File: src/http_slc_pkg.sv
// Types, constants and helper functions of the HTTP start-line checker.
package http_slc_pkg;

	// Width of the internal offset counters; reported values clamp to 16 bits.
	localparam int OFFSET_BITS = 16;
	localparam logic [OFFSET_BITS-1:0] OFF_MAX = {OFFSET_BITS{1'b1}};
	localparam int OUT_BITS = 16;

	// Character codes.
	localparam logic [7:0] CHAR_TAB   = 8'h09;
	localparam logic [7:0] CHAR_LF    = 8'h0A;
	localparam logic [7:0] CHAR_CR    = 8'h0D;
	localparam logic [7:0] CHAR_SPACE = 8'h20;
	localparam logic [7:0] CHAR_UPPER_A = 8'd65;
	localparam logic [7:0] CHAR_UPPER_Z = 8'd90;
	localparam logic [7:0] CHAR_DIGIT_0 = 8'd48;
	localparam logic [7:0] CHAR_DIGIT_9 = 8'd57;

	// Length of the "HTTP/" tag and the required status field length.
	localparam logic [2:0] TAG_LEN = 3'd5;
	localparam logic [2:0] STATUS_LEN = 3'd3;
	localparam logic [2:0] STATUS_CAP = 3'd7;

	// Bit positions in the error flag vector.
	localparam int FLAG_THIRD   = 0;
	localparam int FLAG_VERSION = 1;
	localparam int FLAG_METHOD  = 2;
	localparam int FLAG_SLEN    = 3;
	localparam int FLAG_SCHAR   = 4;
	localparam int FLAG_COUNT   = 5;

	typedef enum logic [2:0] {
		REASON_OK         = 3'd0,
		REASON_FEW_SPACES = 3'd1,
		REASON_THIRD      = 3'd2,
		REASON_VERSION    = 3'd3,
		REASON_METHOD     = 3'd4,
		REASON_SLEN       = 3'd5,
		REASON_SCHAR      = 3'd6
	} reason_t;

	typedef struct packed {
		logic [7:0] payload_byte;
		logic       is_request;
		logic       last_byte;
	} in_item_t;

	typedef struct packed {
		logic        detected;
		logic        was_request;
		logic [2:0]  reason;
		logic [15:0] first_space_at;
		logic [15:0] second_space_at;
		logic [15:0] line_length;
	} out_item_t;

	typedef struct packed {
		logic [OFFSET_BITS-1:0] byte_offset;
		logic [OFFSET_BITS-1:0] first_space_pos;
		logic [OFFSET_BITS-1:0] second_space_pos;
		logic [1:0]             space_count;
		logic                   in_first_line;
		logic                   pending_cr;
		logic                   mode_request;
		logic [2:0]             prefix_progress;
		logic [FLAG_COUNT-1:0]  error_flags;
		logic [2:0]             status_digits;
		logic                   packet_started;
	} state_t;

	localparam state_t STATE_RESET = '{
		byte_offset:      '0,
		first_space_pos:  '0,
		second_space_pos: '0,
		space_count:      2'd0,
		in_first_line:    1'b1,
		pending_cr:       1'b0,
		mode_request:     1'b0,
		prefix_progress:  3'd0,
		error_flags:      '0,
		status_digits:    3'd0,
		packet_started:   1'b0
	};

	// Clamp an internal offset to the 16-bit reported range.
	function automatic logic [OUT_BITS-1:0] clamp_out(input logic [OFFSET_BITS-1:0] v);
		logic [OFFSET_BITS+OUT_BITS-1:0] wide;
		wide = {{OUT_BITS{1'b0}}, v};
		if (wide > {{OFFSET_BITS{1'b0}}, {OUT_BITS{1'b1}}}) begin
			return {OUT_BITS{1'b1}};
		end
		return wide[OUT_BITS-1:0];
	endfunction

endpackage

File: src/http_slc_step.sv
// Combinational next-state and result logic for one payload byte.
module http_slc_step (
	input  http_slc_pkg::state_t    state,
	input  http_slc_pkg::in_item_t  item,
	output http_slc_pkg::state_t    state_next,
	output logic                    result_valid,
	output http_slc_pkg::out_item_t result
);
	import http_slc_pkg::*;

	// Expected character at each position of the version tag.
	function automatic logic [7:0] tag_char(input logic [2:0] idx);
		case (idx)
			3'd0:    return 8'h48;
			3'd1:    return 8'h54;
			3'd2:    return 8'h54;
			3'd3:    return 8'h50;
			default: return 8'h2F;
		endcase
	endfunction

	function automatic logic [OFFSET_BITS-1:0] sat_inc(input logic [OFFSET_BITS-1:0] v);
		return (v == OFF_MAX) ? v : v + 1'b1;
	endfunction

	function automatic state_t match_prefix(input state_t s, input logic [7:0] c);
		state_t r;
		r = s;
		if (s.prefix_progress < TAG_LEN) begin
			if (c == tag_char(s.prefix_progress)) begin
				r.prefix_progress = s.prefix_progress + 3'd1;
			end else begin
				r.error_flags[FLAG_VERSION] = 1'b1;
			end
		end
		return r;
	endfunction

	// Fold one byte of the first line into the parse state.
	function automatic state_t line_byte(input state_t s, input logic [7:0] c,
			input logic [OFFSET_BITS-1:0] pos);
		state_t r;
		logic   ws;
		r = s;
		ws = c inside {CHAR_SPACE, [CHAR_TAB:CHAR_CR]};
		if (s.mode_request) begin
			if (ws) begin
				if (s.space_count >= 2'd2) begin
					r.error_flags[FLAG_THIRD] = 1'b1;
				end else if (s.space_count == 2'd0) begin
					r.first_space_pos = pos;
					r.space_count = 2'd1;
				end else begin
					r.second_space_pos = pos;
					r.space_count = 2'd2;
					r.prefix_progress = 3'd0;
				end
			end else if (s.space_count == 2'd0) begin
				if (!(c inside {[CHAR_UPPER_A:CHAR_UPPER_Z]})) begin
					r.error_flags[FLAG_METHOD] = 1'b1;
				end
			end else if (s.space_count == 2'd2) begin
				r = match_prefix(s, c);
			end
		end else begin
			if (ws) begin
				if (s.space_count == 2'd0) begin
					r.first_space_pos = pos;
					if (s.prefix_progress < TAG_LEN) begin
						r.error_flags[FLAG_VERSION] = 1'b1;
					end
					r.space_count = 2'd1;
				end else if (s.space_count == 2'd1) begin
					r.second_space_pos = pos;
					if (s.status_digits != STATUS_LEN) begin
						r.error_flags[FLAG_SLEN] = 1'b1;
					end
					r.space_count = 2'd2;
				end
			end else if (s.space_count == 2'd0) begin
				r = match_prefix(s, c);
			end else if (s.space_count == 2'd1) begin
				if (s.status_digits < STATUS_CAP) begin
					r.status_digits = s.status_digits + 3'd1;
				end
				if (!(c inside {[CHAR_DIGIT_0:CHAR_DIGIT_9]})) begin
					r.error_flags[FLAG_SCHAR] = 1'b1;
				end
			end
		end
		return r;
	endfunction

	state_t  s;
	reason_t reason;
	logic    done;
	logic    version_bad;

	// Byte handling: a held CR is resolved first, then the current byte.
	always_comb begin
		s = state;
		done = 1'b0;
		if (!s.packet_started) begin
			s.mode_request = item.is_request;
			s.packet_started = 1'b1;
		end
		if (s.in_first_line) begin
			if (s.pending_cr) begin
				s.pending_cr = 1'b0;
				if (item.payload_byte == CHAR_LF) begin
					s.in_first_line = 1'b0;
					done = 1'b1;
				end else begin
					s = line_byte(s, CHAR_CR, s.byte_offset);
					s.byte_offset = sat_inc(s.byte_offset);
				end
			end
			if (!done) begin
				if (item.payload_byte == CHAR_CR && !item.last_byte) begin
					s.pending_cr = 1'b1;
				end else begin
					s = line_byte(s, item.payload_byte, s.byte_offset);
					s.byte_offset = sat_inc(s.byte_offset);
				end
			end
		end
	end

	// Verdict in priority order for each mode.
	always_comb begin
		version_bad = s.error_flags[FLAG_VERSION] || (s.prefix_progress < TAG_LEN);
		if (s.mode_request) begin
			if (s.error_flags[FLAG_THIRD]) begin
				reason = REASON_THIRD;
			end else if (s.space_count < 2'd2) begin
				reason = REASON_FEW_SPACES;
			end else if (version_bad) begin
				reason = REASON_VERSION;
			end else if (s.error_flags[FLAG_METHOD]) begin
				reason = REASON_METHOD;
			end else begin
				reason = REASON_OK;
			end
		end else begin
			if (s.space_count < 2'd2) begin
				reason = REASON_FEW_SPACES;
			end else if (version_bad) begin
				reason = REASON_VERSION;
			end else if (s.error_flags[FLAG_SLEN]) begin
				reason = REASON_SLEN;
			end else if (s.error_flags[FLAG_SCHAR]) begin
				reason = REASON_SCHAR;
			end else begin
				reason = REASON_OK;
			end
		end
	end

	// Result fields and the return to the packet-start state on the last byte.
	always_comb begin
		result_valid = item.last_byte;
		result.detected = (reason == REASON_OK);
		result.was_request = s.mode_request;
		result.reason = reason;
		result.first_space_at = (s.space_count >= 2'd1) ? clamp_out(s.first_space_pos) : '0;
		result.second_space_at = (s.space_count >= 2'd2) ? clamp_out(s.second_space_pos) : '0;
		result.line_length = clamp_out(s.byte_offset);
		state_next = item.last_byte ? STATE_RESET : s;
	end

endmodule

File: config.mk
export PLATFORM = sky130hd
export DESIGN_NAME = http_slc_step
export DESIGN_NICKNAME = d
export VERILOG_FILES = /design/src/http_slc_pkg.sv /design/src/http_slc_step.sv
export SDC_FILE = /design/constraint.sdc
export NUM_CORES = 1
export LEC_CHECK = 0
export BUFFER_PORTS_ARGS = -buffer_cell sky130_fd_sc_hd__buf_2
export CORE_ASPECT_RATIO = 1.5
export CORE_MARGIN = 1.5
export CORE_UTILIZATION = 42
export DETAILED_ROUTE_END_ITERATION = 12
export PLACE_DENSITY = 0.77
export SLEW_MARGIN = 30
export SYNTH_ARGS = -nofsm -noshare
export SYNTH_HDL_FRONTEND = slang
export SYNTH_SLANG_ARGS = --single-unit
File: constraint.sdc
create_clock -name vclk -period 7.9
set_clock_uncertainty 0.1 [all_clocks]
set_input_delay 0.79 -clock vclk [all_inputs]
set_output_delay 0.79 -clock vclk [all_outputs]
set_load 0.02 [all_outputs]
# Yosys cells after proc, flatten, opt, wreduce, memory -nomap -nowiden
# Index checks and enable logic that the tools add are counted.
# Widths: inputs -> output; s select.
[totals]
ff_bits = 0
latch_bits = 0
ram_bits = 0
rom_bits = 0
in_bits = 75
out_inout_bits = 119
word_cells = 158
mem_count = 0
[classes]
add_sub_neg = 4
mul = 0
n_div = 0
n_lt_le_gt_ge = 15
eq_ne = 15
shifts = 0
mux = 112
bitwise = 0
n_reduce_logical = 12
[op_table]
columns = ["cell", "count"]
rows = [
  ["$mux 65", 11],
  ["$mux 16", 10],
  ["$mux 34", 4],
  ["$mux 8", 14],
  ["$mux 49", 2],
  ["$mux 3", 22],
  ["$mux 51", 1],
  ["$mux 50", 1],
  ["$mux 18", 2],
  ["$add 16x1->16 const B", 2],
  ["$eq 16x16->1 const B", 2],
  ["$mux 1", 30],
  ["$pmux 7 s3", 1],
  ["$eq 8x4->1 const B", 2],
  ["$eq 8x8->1", 2],
  ["$mux 14", 1],
  ["$mux 13", 1],
  ["$lt 3x3->1 const B", 4],
  ["$mux 12", 1],
  ["$mux 4", 3],
  ["$mux 2", 5],
  ["$mux 5", 2],
  ["$eq 8x6->1 const B", 1],
  ["$ge 8x4->1 const B", 1],
  ["other kinds (22)", 33],
]

# Logic depth before layout (Yosys ltp)
# Gate-level depths: netlist of run 1.
[logic_depth]
ltp_word = 46
depth_mapped = 19
ltp_nobuf = 15

# Worst setup path after synthesis of run 1
# Ideal clock, no wire load.
[synth_path]
path_type = "in2out"
start = "in item[6] in the netlist's numbering"
end = "out result[50] in the netlist's numbering"
arrival_ns = 4.594
t_required_ns = 7.010
setup_slack_ns = 2.416
path_stages = 18
n_path_buf = 5
path_cell_list = "buf_6 or4b_4 buf_6 o31ai_4 buf_6 buf_6 nor2_1 a21oi_1 ha_1 clkbuf_1 o31ai_1 nand2b_1 nor3_1 and4_1 a211oi_1 o31ai_1 o211ai_1 a211oi_1"
[synth_rtl]
columns = ["element", "line", "text"]
rows = [
  ["from (decl)", "http_slc_step.sv:4", "input http_slc_pkg::in_item_t item,"],
  ["to (decl)", "http_slc_step.sv:7", "output http_slc_pkg::out_item_t result"],
]

==> impl_metrics.tcl, run 1 <==
set metrics [dict create \
    post_drt_wl_per_cell_um 18.2 \
    synth_warnings 0 \
    critPathSlowestCell "mux2i_1" \
    worstPathBufferInverterCount 3 \
    seqPwrFrac_pct 0 \
    ys_types 82 \
    gp_congestion 1.00 \
    fmax_mhz 164 \
    p_clk_share_pct 0 \
    grtUsageMet1_pct 36.4 \
    overflow 0 \
    clock_buffers 0 \
    synthTopCellsByCount "nor2_1, nand2_1, clkbuf_1" \
    track_usage_pct 31.6 \
    grt_use_met2_pct 54.8 \
    post_cts_resize_count 0 \
    synth_top_area_share_pct 10.4 \
    cp_top_family "compound AO/OA/AOI/OAI gates" \
    antenna_found_initial 0 \
    start_kind "input port" \
    switching_share_pct 66.8 \
    leakage_nw 2.19 \
    tightest_slew_ns 0.907 \
    fin_crit_ns 6.10 \
    die_h_um 121 \
    fin_ws_ns 1.80 \
    power_frac_comb_pct 100.0 \
    cp.depth 15 \
    viasPerCell 6.36 \
    arrival_ns 5.21 \
    syn-num-nets 745 \
    crit_chain "buf_2 > or4b_4 > o31ai_4 > buf_4 > nor2_1 > a21oi_1 > ha_1 > nor2b_1 > mux2i_1 > a2111o_1 > and2_1 > a22oi_1 > o21ai_0 > and2_1 > buf_2" \
    synth_cells 658 \
    status "completed" \
    grt_pass1_vias 5065 \
    use_met3_pct 3.01 \
    nFlopsAndLatches 0 \
    wirelength_um 16600 \
    hold_violations 0 \
    rows 43 \
    crit_type "input port to output pin" \
    cp.required_ns 7.01 \
    dp.cells 913 \
    grt_first_pass_wirelength_um 24900 \
    timing.final.crit_share_pct 77.3 \
    switchingPower_mw 0.219 \
    ys_seq_area_share_pct 0 \
    setup_violations 0 \
    num-fill-cells 1001 \
    seq_area_sq_um 0 \
    critPathMaxStageDelay_ns 0.65 \
    min-delay-path-class "input port to output pin" \
    synth_most_common_cell "nor2_1" \
    end_kind "output pin" \
    fin_tns_setup_ns 0 \
    diodes 0 \
    drv_cap 0 \
    vias 5809 \
    p_int_mw 0.109 \
    antenna_left 0 \
    busiest_layer "met2" \
    grt_max_degree 55 \
    synth.area.top_cells "nor2_1, nand2_1, a21oi_1" \
    final_nets 890 \
    core-area_sq_um 9150 \
    cp-endpoint "result[28]" \
    portBuffers 194 \
    cp_max_fo 24 \
    dieArea_sq_um 9930 \
    worstSetupStartpoint "item[6]" \
    drc 0 \
    vdd_drop_max_v 0.0000394 \
    final_cell_count_no_fill 913 \
    syn-cell-area_sq_um 3920 \
    die_w_um 81.9 \
    drv_slew 0 \
    drt_iter0_markers 438 \
    pwr_density_cell_nw_per_um2 67.6 \
    hpwl_um 13000 \
    pre_cts_ws_ns 2.01 \
    area_growth_pct 23.6 \
    io_pins 194 \
    first_pass_iters 7 \
    max_slew_margin_pct 39.4 \
    initial_core_util_pct 42.9 \
    hold_buffers 0 \
    synth_area_per_cell_sq_um 5.96 \
    synth_top_area_cell "nor2_1" \
    rsz0062_at_grt "false" \
    cts_setup_buffers 0 \
    drive_gt1_share_pct 29.1 \
]
[per-stage QoR]
stage | cell area (sq um) | power [mW] | utilization (%) | hold WS (ns)
after floorplan | 3920 | 0.216 | - | 1.59
after global placement | 4830 | 0.319 | 52.8 | 1.85
after detailed placement | 4830 | 0.321 | 52.8 | 1.85
after CTS | 4830 | 0.322 | 52.8 | 1.85
after global routing | 4840 | 0.355 | 53.0 | 1.90
final | 4840 | 0.328 | 53.0 | 1.85
[worst min path at each step]
stage,start,to,slack [ns],depth (start not counted)
2_1_floorplan,item[0],result_valid,1.59,1
6_report,state[39],state_next[39],1.85,4
4_1_cts,state[39],state_next[39],1.85,4
5_1_grt,state[6],state_next[6],1.90,4
3_3_place_gp,state[39],state_next[39],1.85,4
3_5_place_dp,state[39],state_next[39],1.85,4
[layer usage]
| layer | vias to the layer above | wire (um) |
|---|---|---|
| met2 | 370 | 8180 |
| met4 | 0 | 1080 |
| met5 | - | 0 |
| met3 | 100 | 1370 |
| met1 | 2627 | 5970 |
| li1 | 2712 | - |
[layout by cell type, fill, tap and decap left out, types with 5 or more instances in the layout]
cell type and n:
a21o_1 5, and3_1 9, a21oi_1 38, xnor2_1 15
buf_4 8, nand4_1 8, nor2_1 108, a22o_1 5
o211ai_1 5, nand2_1 74, and2_1 27, o22ai_1 17
nor3_1 13, buf_2 194, a22oi_1 15, o21ai_0 35
mux2i_1 6, nor2b_1 14, inv_1 20, a31oi_1 15
nand3_1 23, nor4_1 16, ha_1 12, a211oi_1 7
o31ai_1 8
[worst min-delay path, cell delays in order]
cell	delay [ns]
buf_2	0.08
o2bb2ai_1	0.06
nor2_1	0.07
buf_2	0.16
[logic make-up after synthesis]
| kind of cell | synth area share [%] |
|---|---|
| compound gates | 38.1 |
| buf+inv | 8.94 |
| mux | 3.06 |
| fa+ha+maj | 3.83 |
| simple gates | 41.9 |
| xor+xnor | 4.21 |
[power by group through the flow]
stage | logic (mW) | clock network [mW] | registers, mW
6_report | 0.328 | 0 | 0
5_1_grt | 0.355 | 0 | 0
4_1_cts | 0.322 | 0 | 0
3_5_place_dp | 0.321 | 0 | 0
3_3_place_gp | 0.319 | 0 | 0
2_1_floorplan | 0.216 | 0 | 0
[final cells by class]
cell class / instances / area (sq um) / share of cell area (%)
Inverter: 21 / 78.8 / 1.63
Multi-Input combinational cell: 578 / 3590 / 74.2
Tap cell: 112 / 140 / 2.89
Timing Repair Buffer: 202 / 1030 / 21.3
(Power assumes the default switching activity.)
==> run 2, diff against run 1 <==
ABC_AREA = 1   (was default)
PLACE_DENSITY = 0.81   (was 0.77)
clock period = 5.4 ns   (was 7.9 ns; I/O delays follow)
==> run 2 against run 1 <==
- non-clock buffer count grew 1
- combinational power grew 58%
- hold slack lost 0.54 ns
- core utilization grew 2.3 points
- final cell count grew 14%
- synthesized area shrank 2.1%
- largest cell class unchanged
==> impl_metrics.tcl, run 2 <==
set metrics [dict create \
    arrival_ns 4.08 \
    synth_cells 762 \
    hold_violations 0 \
    switching_share_pct 68.1 \
    synth_top_area_share_pct 16.5 \
    overflow 0 \
    crit_type "input port to output pin" \
    cp.required_ns 4.76 \
    fin_crit_ns 4.72 \
    rows 42 \
    p_clk_share_pct 0 \
    seqPwrFrac_pct 0 \
    tightest_slew_ns 0.844 \
    hold_buffers 0 \
    die_w_um 81.0 \
    cp_max_fo 11 \
    vdd_drop_max_v 0.0000507 \
    grt_pass1_vias 5306 \
    grt_max_degree 59 \
    die_h_um 120 \
    track_usage_pct 31.1 \
    max_slew_margin_pct 43.5 \
    initial_core_util_pct 43.5 \
    seq_area_sq_um 0 \
    start_kind "input port" \
    post-route-util_pct 55.2 \
    drt_iter0_markers 384 \
    cts_setup_buffers 0 \
    antenna_left 0 \
    num-fill-cells 1009 \
    timing.final.crit_share_pct 87.3 \
    synth_warnings 0 \
    min-delay-path-class "input port to output pin" \
    post_cts_resize_count 0 \
    antenna_found_initial 0 \
    finalPower_mw 0.519 \
    synth_most_common_cell "nand2_1" \
    synth.area.top_cells "nand2_1, nor2_1, inv_1" \
    dieArea_sq_um 9730 \
    grt_first_pass_wirelength_um 24400 \
    ys_types 50 \
    drc 0 \
    pwr_density_cell_nw_per_um2 107 \
    wirelength_um 15400 \
    io_pins 194 \
    fin_tns_setup_ns 0 \
    first_pass_iters 5 \
    diodes 0 \
    syn-cell-area_sq_um 3840 \
    drv_slew 0 \
    status "completed" \
    p_int_mw 0.165 \
    area_growth_pct 27.1 \
    core-area_sq_um 8830 \
    drive_gt1_share_pct 29.8 \
    switchingPower_mw 0.354 \
    end_kind "output pin" \
    rsz0062_at_grt "false" \
    fmax_mhz 212 \
    synth_area_per_cell_sq_um 5.03 \
    nFlopsAndLatches 0 \
    final_cell_mix "buf_2, nand2_1, nor2_1" \
    vias 5734 \
    power_frac_comb_pct 100.0 \
    drv_cap 0 \
    clock_buffers 0 \
    final_common_cell "buf_2" \
    synthTopCellsByCount "nand2_1, nor2_1, inv_1" \
    leakage_nw 2.80 \
    syn-num-nets 849 \
    final_nets 1020 \
    setup_violations 0 \
    hpwl_um 12500 \
    whs_ns 1.32 \
    portBuffers 194 \
    post_drt_wl_per_cell_um 14.8 \
    synth_top_area_cell "nand2_1" \
    viasPerCell 5.51 \
    ys_seq_area_share_pct 0 \
    gp_congestion 1.01 \
]
==> run 2: cell count changes after synthesis, moves of 12 or more <==
| cell | change |
|---|---|
| nand2_1 | +95 |
| and2_1 | -26 |
| nor2_1 | +25 |
| xor2_1 | +13 |
| a22oi_1 | -15 |
| nor2b_1 | -14 |
| clkbuf_1 | -22 |
| inv_1 | +78 |
| inv_2 | +12 |
| nor4_1 | -13 |
| o21ai_0 | +31 |
| xnor2_1 | -15 |
| nand3_1 | +16 |
==> run 2: final timing paths <==
kind,from,endpoint,depth (start not counted)
min,state[1],state_next[1],3
max,item[6],result[47],20
==> run 2: metal layers <==
metal | vias up | global-route usage (%) | wire length, um
met4 | 0 | 20.3 | 957
met1 | 2513 | 31.3 | 5240
li1 | 2845 | - | -
met3 | 82 | 3.88 | 1130
met5 | - | 0 | 0
met2 | 294 | 57.4 | 8070
==> run 2: layout make-up <==
| class | count | area [sq um] | area share, % |
|---|---|---|---|
| inverters | 114 | 430 | 8.83 |
| multi-input cells | 614 | 3270 | 67.1 |
| well taps | 110 | 138 | 2.82 |
| repair buffers | 203 | 1040 | 21.3 |
==> run 2: power by group through the flow <==
| stage | logic (mW) | registers, mW | clock network, mW |
|---|---|---|---|
| 2_1_floorplan | 0.340 | 0 | 0 |
| 3_3_place_gp | 0.510 | 0 | 0 |
| 3_5_place_dp | 0.513 | 0 | 0 |
| 4_1_cts | 0.514 | 0 | 0 |
| 5_1_grt | 0.573 | 0 | 0 |
| 6_report | 0.519 | 0 | 0 |
==> run 2: cell families (layout without fill, tap and decap cells) <==
| group | after synthesis | after routing | synth area share [%] |
|---|---|---|---|
| AND/OR/NAND/NOR | 412 | 412 | 49.5 |
| buffers and inverters | 148 | 317 | 15.0 |
| XOR/XNOR | 16 | 16 | 3.85 |
| multiplexers | 3 | 3 | 0.881 |
| adder cells (fa/ha/maj) | 12 | 12 | 3.91 |
| AO/OA/AOI/OAI | 171 | 171 | 26.8 |
==> run 2: worst max-delay path: stages <==
cell and delay (ns):
buf_2 0.11, inv_2 0.08, nand2_1 0.09, nor2_2 0.23, nand2_4 0.16, nand2_1 0.18, inv_1 0.13, nand2_1 0.08
o21ai_0 0.17, ha_1 0.28, nor2_1 0.11, inv_1 0.06, nand2_1 0.07, nand3_1 0.08, buf_4 0.17, nor2_1 0.64
inv_1 0.27, o221ai_1 0.36, nor2_1 0.09, buf_2 0.18
==> run 2: through the flow <==
| step | std cells | cell area, sq um | worst slack [ns] |
|---|---|---|---|
| 6_report | 1041 | 4880 | 0.684 |
| 5_1_grt | 1041 | 4880 | 0.303 |
| 4_1_cts | 1041 | 4870 | 0.708 |
| 3_5_place_dp | 1041 | 4870 | 0.704 |
| 3_3_place_gp | 1041 | 4870 | 0.716 |
| 2_1_floorplan | 762 | 3840 | 1.49 |
==> run 3, diff against run 2 <==
CORE_MARGIN = 1   (was 1.5)
PLACE_DENSITY = 0.78   (was 0.81)
clock period = 5.1 ns   (was 5.4 ns; I/O delays follow)
==> run 3 against run 2 <==
- core utilization increased by 0.17 points
- setup slack got worse by 0.12 ns
- first-iteration DRC count is 8.3% lower
- count of clock-buffer cells in the layout unchanged
- critical path depth is the same
- routed wire length shrank 1.5%
- power increased by 5.6%
- combinational power up 5.8%
- flip-flop and latch count did not move
- final cell count is 0.19% higher
- sequential share of layout area is the same
- critical endpoint is now result[48]
==> impl_metrics.tcl, run 3 (synthesis gave the netlist of run 2 again) <==
set metrics [dict create \
    rsz0062_at_grt "false" \
    die_w_um 80.0 \
    drv_cap 0 \
    crit_type "input port to output pin" \
    initial_core_util_pct 43.5 \
    wirelength_um 15200 \
    whs_ns 1.25 \
    place_area_sq_um 4880 \
    drive_gt1_share_pct 29.9 \
    first_pass_iters 8 \
    vias 5783 \
    max_slew_margin_pct 56.3 \
    seq_area_sq_um 0 \
    antenna_found_initial 1 \
    io_pins 194 \
    tightest_slew_ns 0.649 \
    cp-endpoint "result[48]" \
    dieArea_sq_um 9530 \
    multi_input_area_sq_um 3270 \
    status "completed" \
    vdd_drop_max_v 0.0000523 \
    post_cts_resize_count 0 \
    leakage_nw 2.81 \
    fin_crit_ns 4.54 \
    area_growth_pct 27.5 \
    fmax_mhz 220 \
    drt_iter0_markers 352 \
    grt_max_degree 59 \
    grt_pass1_vias 5268 \
    drc 0 \
    num-fill-cells 997 \
    gp_congestion 1.01 \
    worstSetupStartpoint "item[6]" \
    nFlopsAndLatches 0 \
    pwr_density_cell_nw_per_um2 112 \
    end_kind "output pin" \
    track_usage_pct 31.5 \
    arrival_ns 3.93 \
    rows 42 \
    final_common_cell "buf_2" \
    start_kind "input port" \
    hold_violations 0 \
    cts_setup_buffers 0 \
    viasPerCell 5.54 \
    overflow 0 \
    antenna_left 0 \
    final_nets 1021 \
    final_cell_mix "buf_2, nand2_1, nor2_1" \
    min-delay-path-class "input port to output pin" \
    grt_first_pass_wirelength_um 24200 \
    hold_buffers 0 \
    drv_slew 0 \
    timing.final.crit_share_pct 89.0 \
    final_area_sq_um 4890 \
    die_h_um 119 \
    fin_tns_setup_ns 0 \
    core-area_sq_um 8830 \
    post_drt_wl_per_cell_um 14.5 \
    portBuffers 194 \
    cp.required_ns 4.49 \
    hpwl_um 12200 \
    cp_max_fo 7 \
    setup_violations 0 \
    clock_buffers 0 \
]
## run 3: changes by cell type in the layout (fill, tap and decap cells not counted)
cell	delta
buf_2	-1
buf_4	+2
diode_2	+1
nor2_1	-1
nor2_2	+1
## run 3: power breakdown
group	switching (mW)	internal (mW)	leakage, nW
clock	0	0.0000000262	0.00000634
combinational	0.372	0.177	2.81
sequential	0	0	0
total	0.372	0.177	2.81
## run 3: how the worst min path moves through the flow
stage | start | to | slack (ns) | cells after the start
after floorplan | item[0] | result_valid | 1.03 | 1
after global placement | state[1] | state_next[1] | 1.25 | 3
after detailed placement | state[1] | state_next[1] | 1.25 | 3
after CTS | state[1] | state_next[1] | 1.25 | 3
after global routing | state[1] | state_next[1] | 1.27 | 3
final | state[1] | state_next[1] | 1.25 | 3
## run 3: final cells by class
class | count | area share, %
Tap cell | 110 | 2.81
Multi-Input combinational cell | 614 | 66.9
Antenna cell | 1 | 0.0512
Timing Repair Buffer | 204 | 21.4
Inverter | 114 | 8.80
## run 3: through the flow
step | total power [mW] | utilization, % | instances | worst slack (ns)
CTS | 0.544 | 55.3 | 1042 | 0.492
floorplan | 0.360 | - | 762 | 1.25
finish | 0.549 | 55.4 | 1043 | 0.563
detailed placement | 0.542 | 55.3 | 1042 | 0.510
global placement | 0.538 | 55.2 | 1042 | 0.542
global route | 0.603 | 55.4 | 1042 | 0.250
## run 3: critical path: stages
cell,delay (ns)
buf_2,0.11
inv_2,0.09
nand2_1,0.09
nor2_2,0.22
nand2_4,0.16
nand2_1,0.18
inv_1,0.14
o21ai_0,0.43
ha_1,0.31
inv_1,0.12
nor2_1,0.33
inv_1,0.13
a21oi_1,0.27
a21oi_1,0.11
nand2_1,0.08
nand2_1,0.05
nand2_1,0.09
a21oi_1,0.11
a31oi_1,0.19
buf_2,0.20
## run 3: metal layers
layer	routed length, um	vias to the layer above	track usage, %
li1	-	2856	-
met1	5260	2579	31.7
met2	7940	273	59.3
met3	1020	75	3.98
met4	950	0	18.9
met5	0	-	0
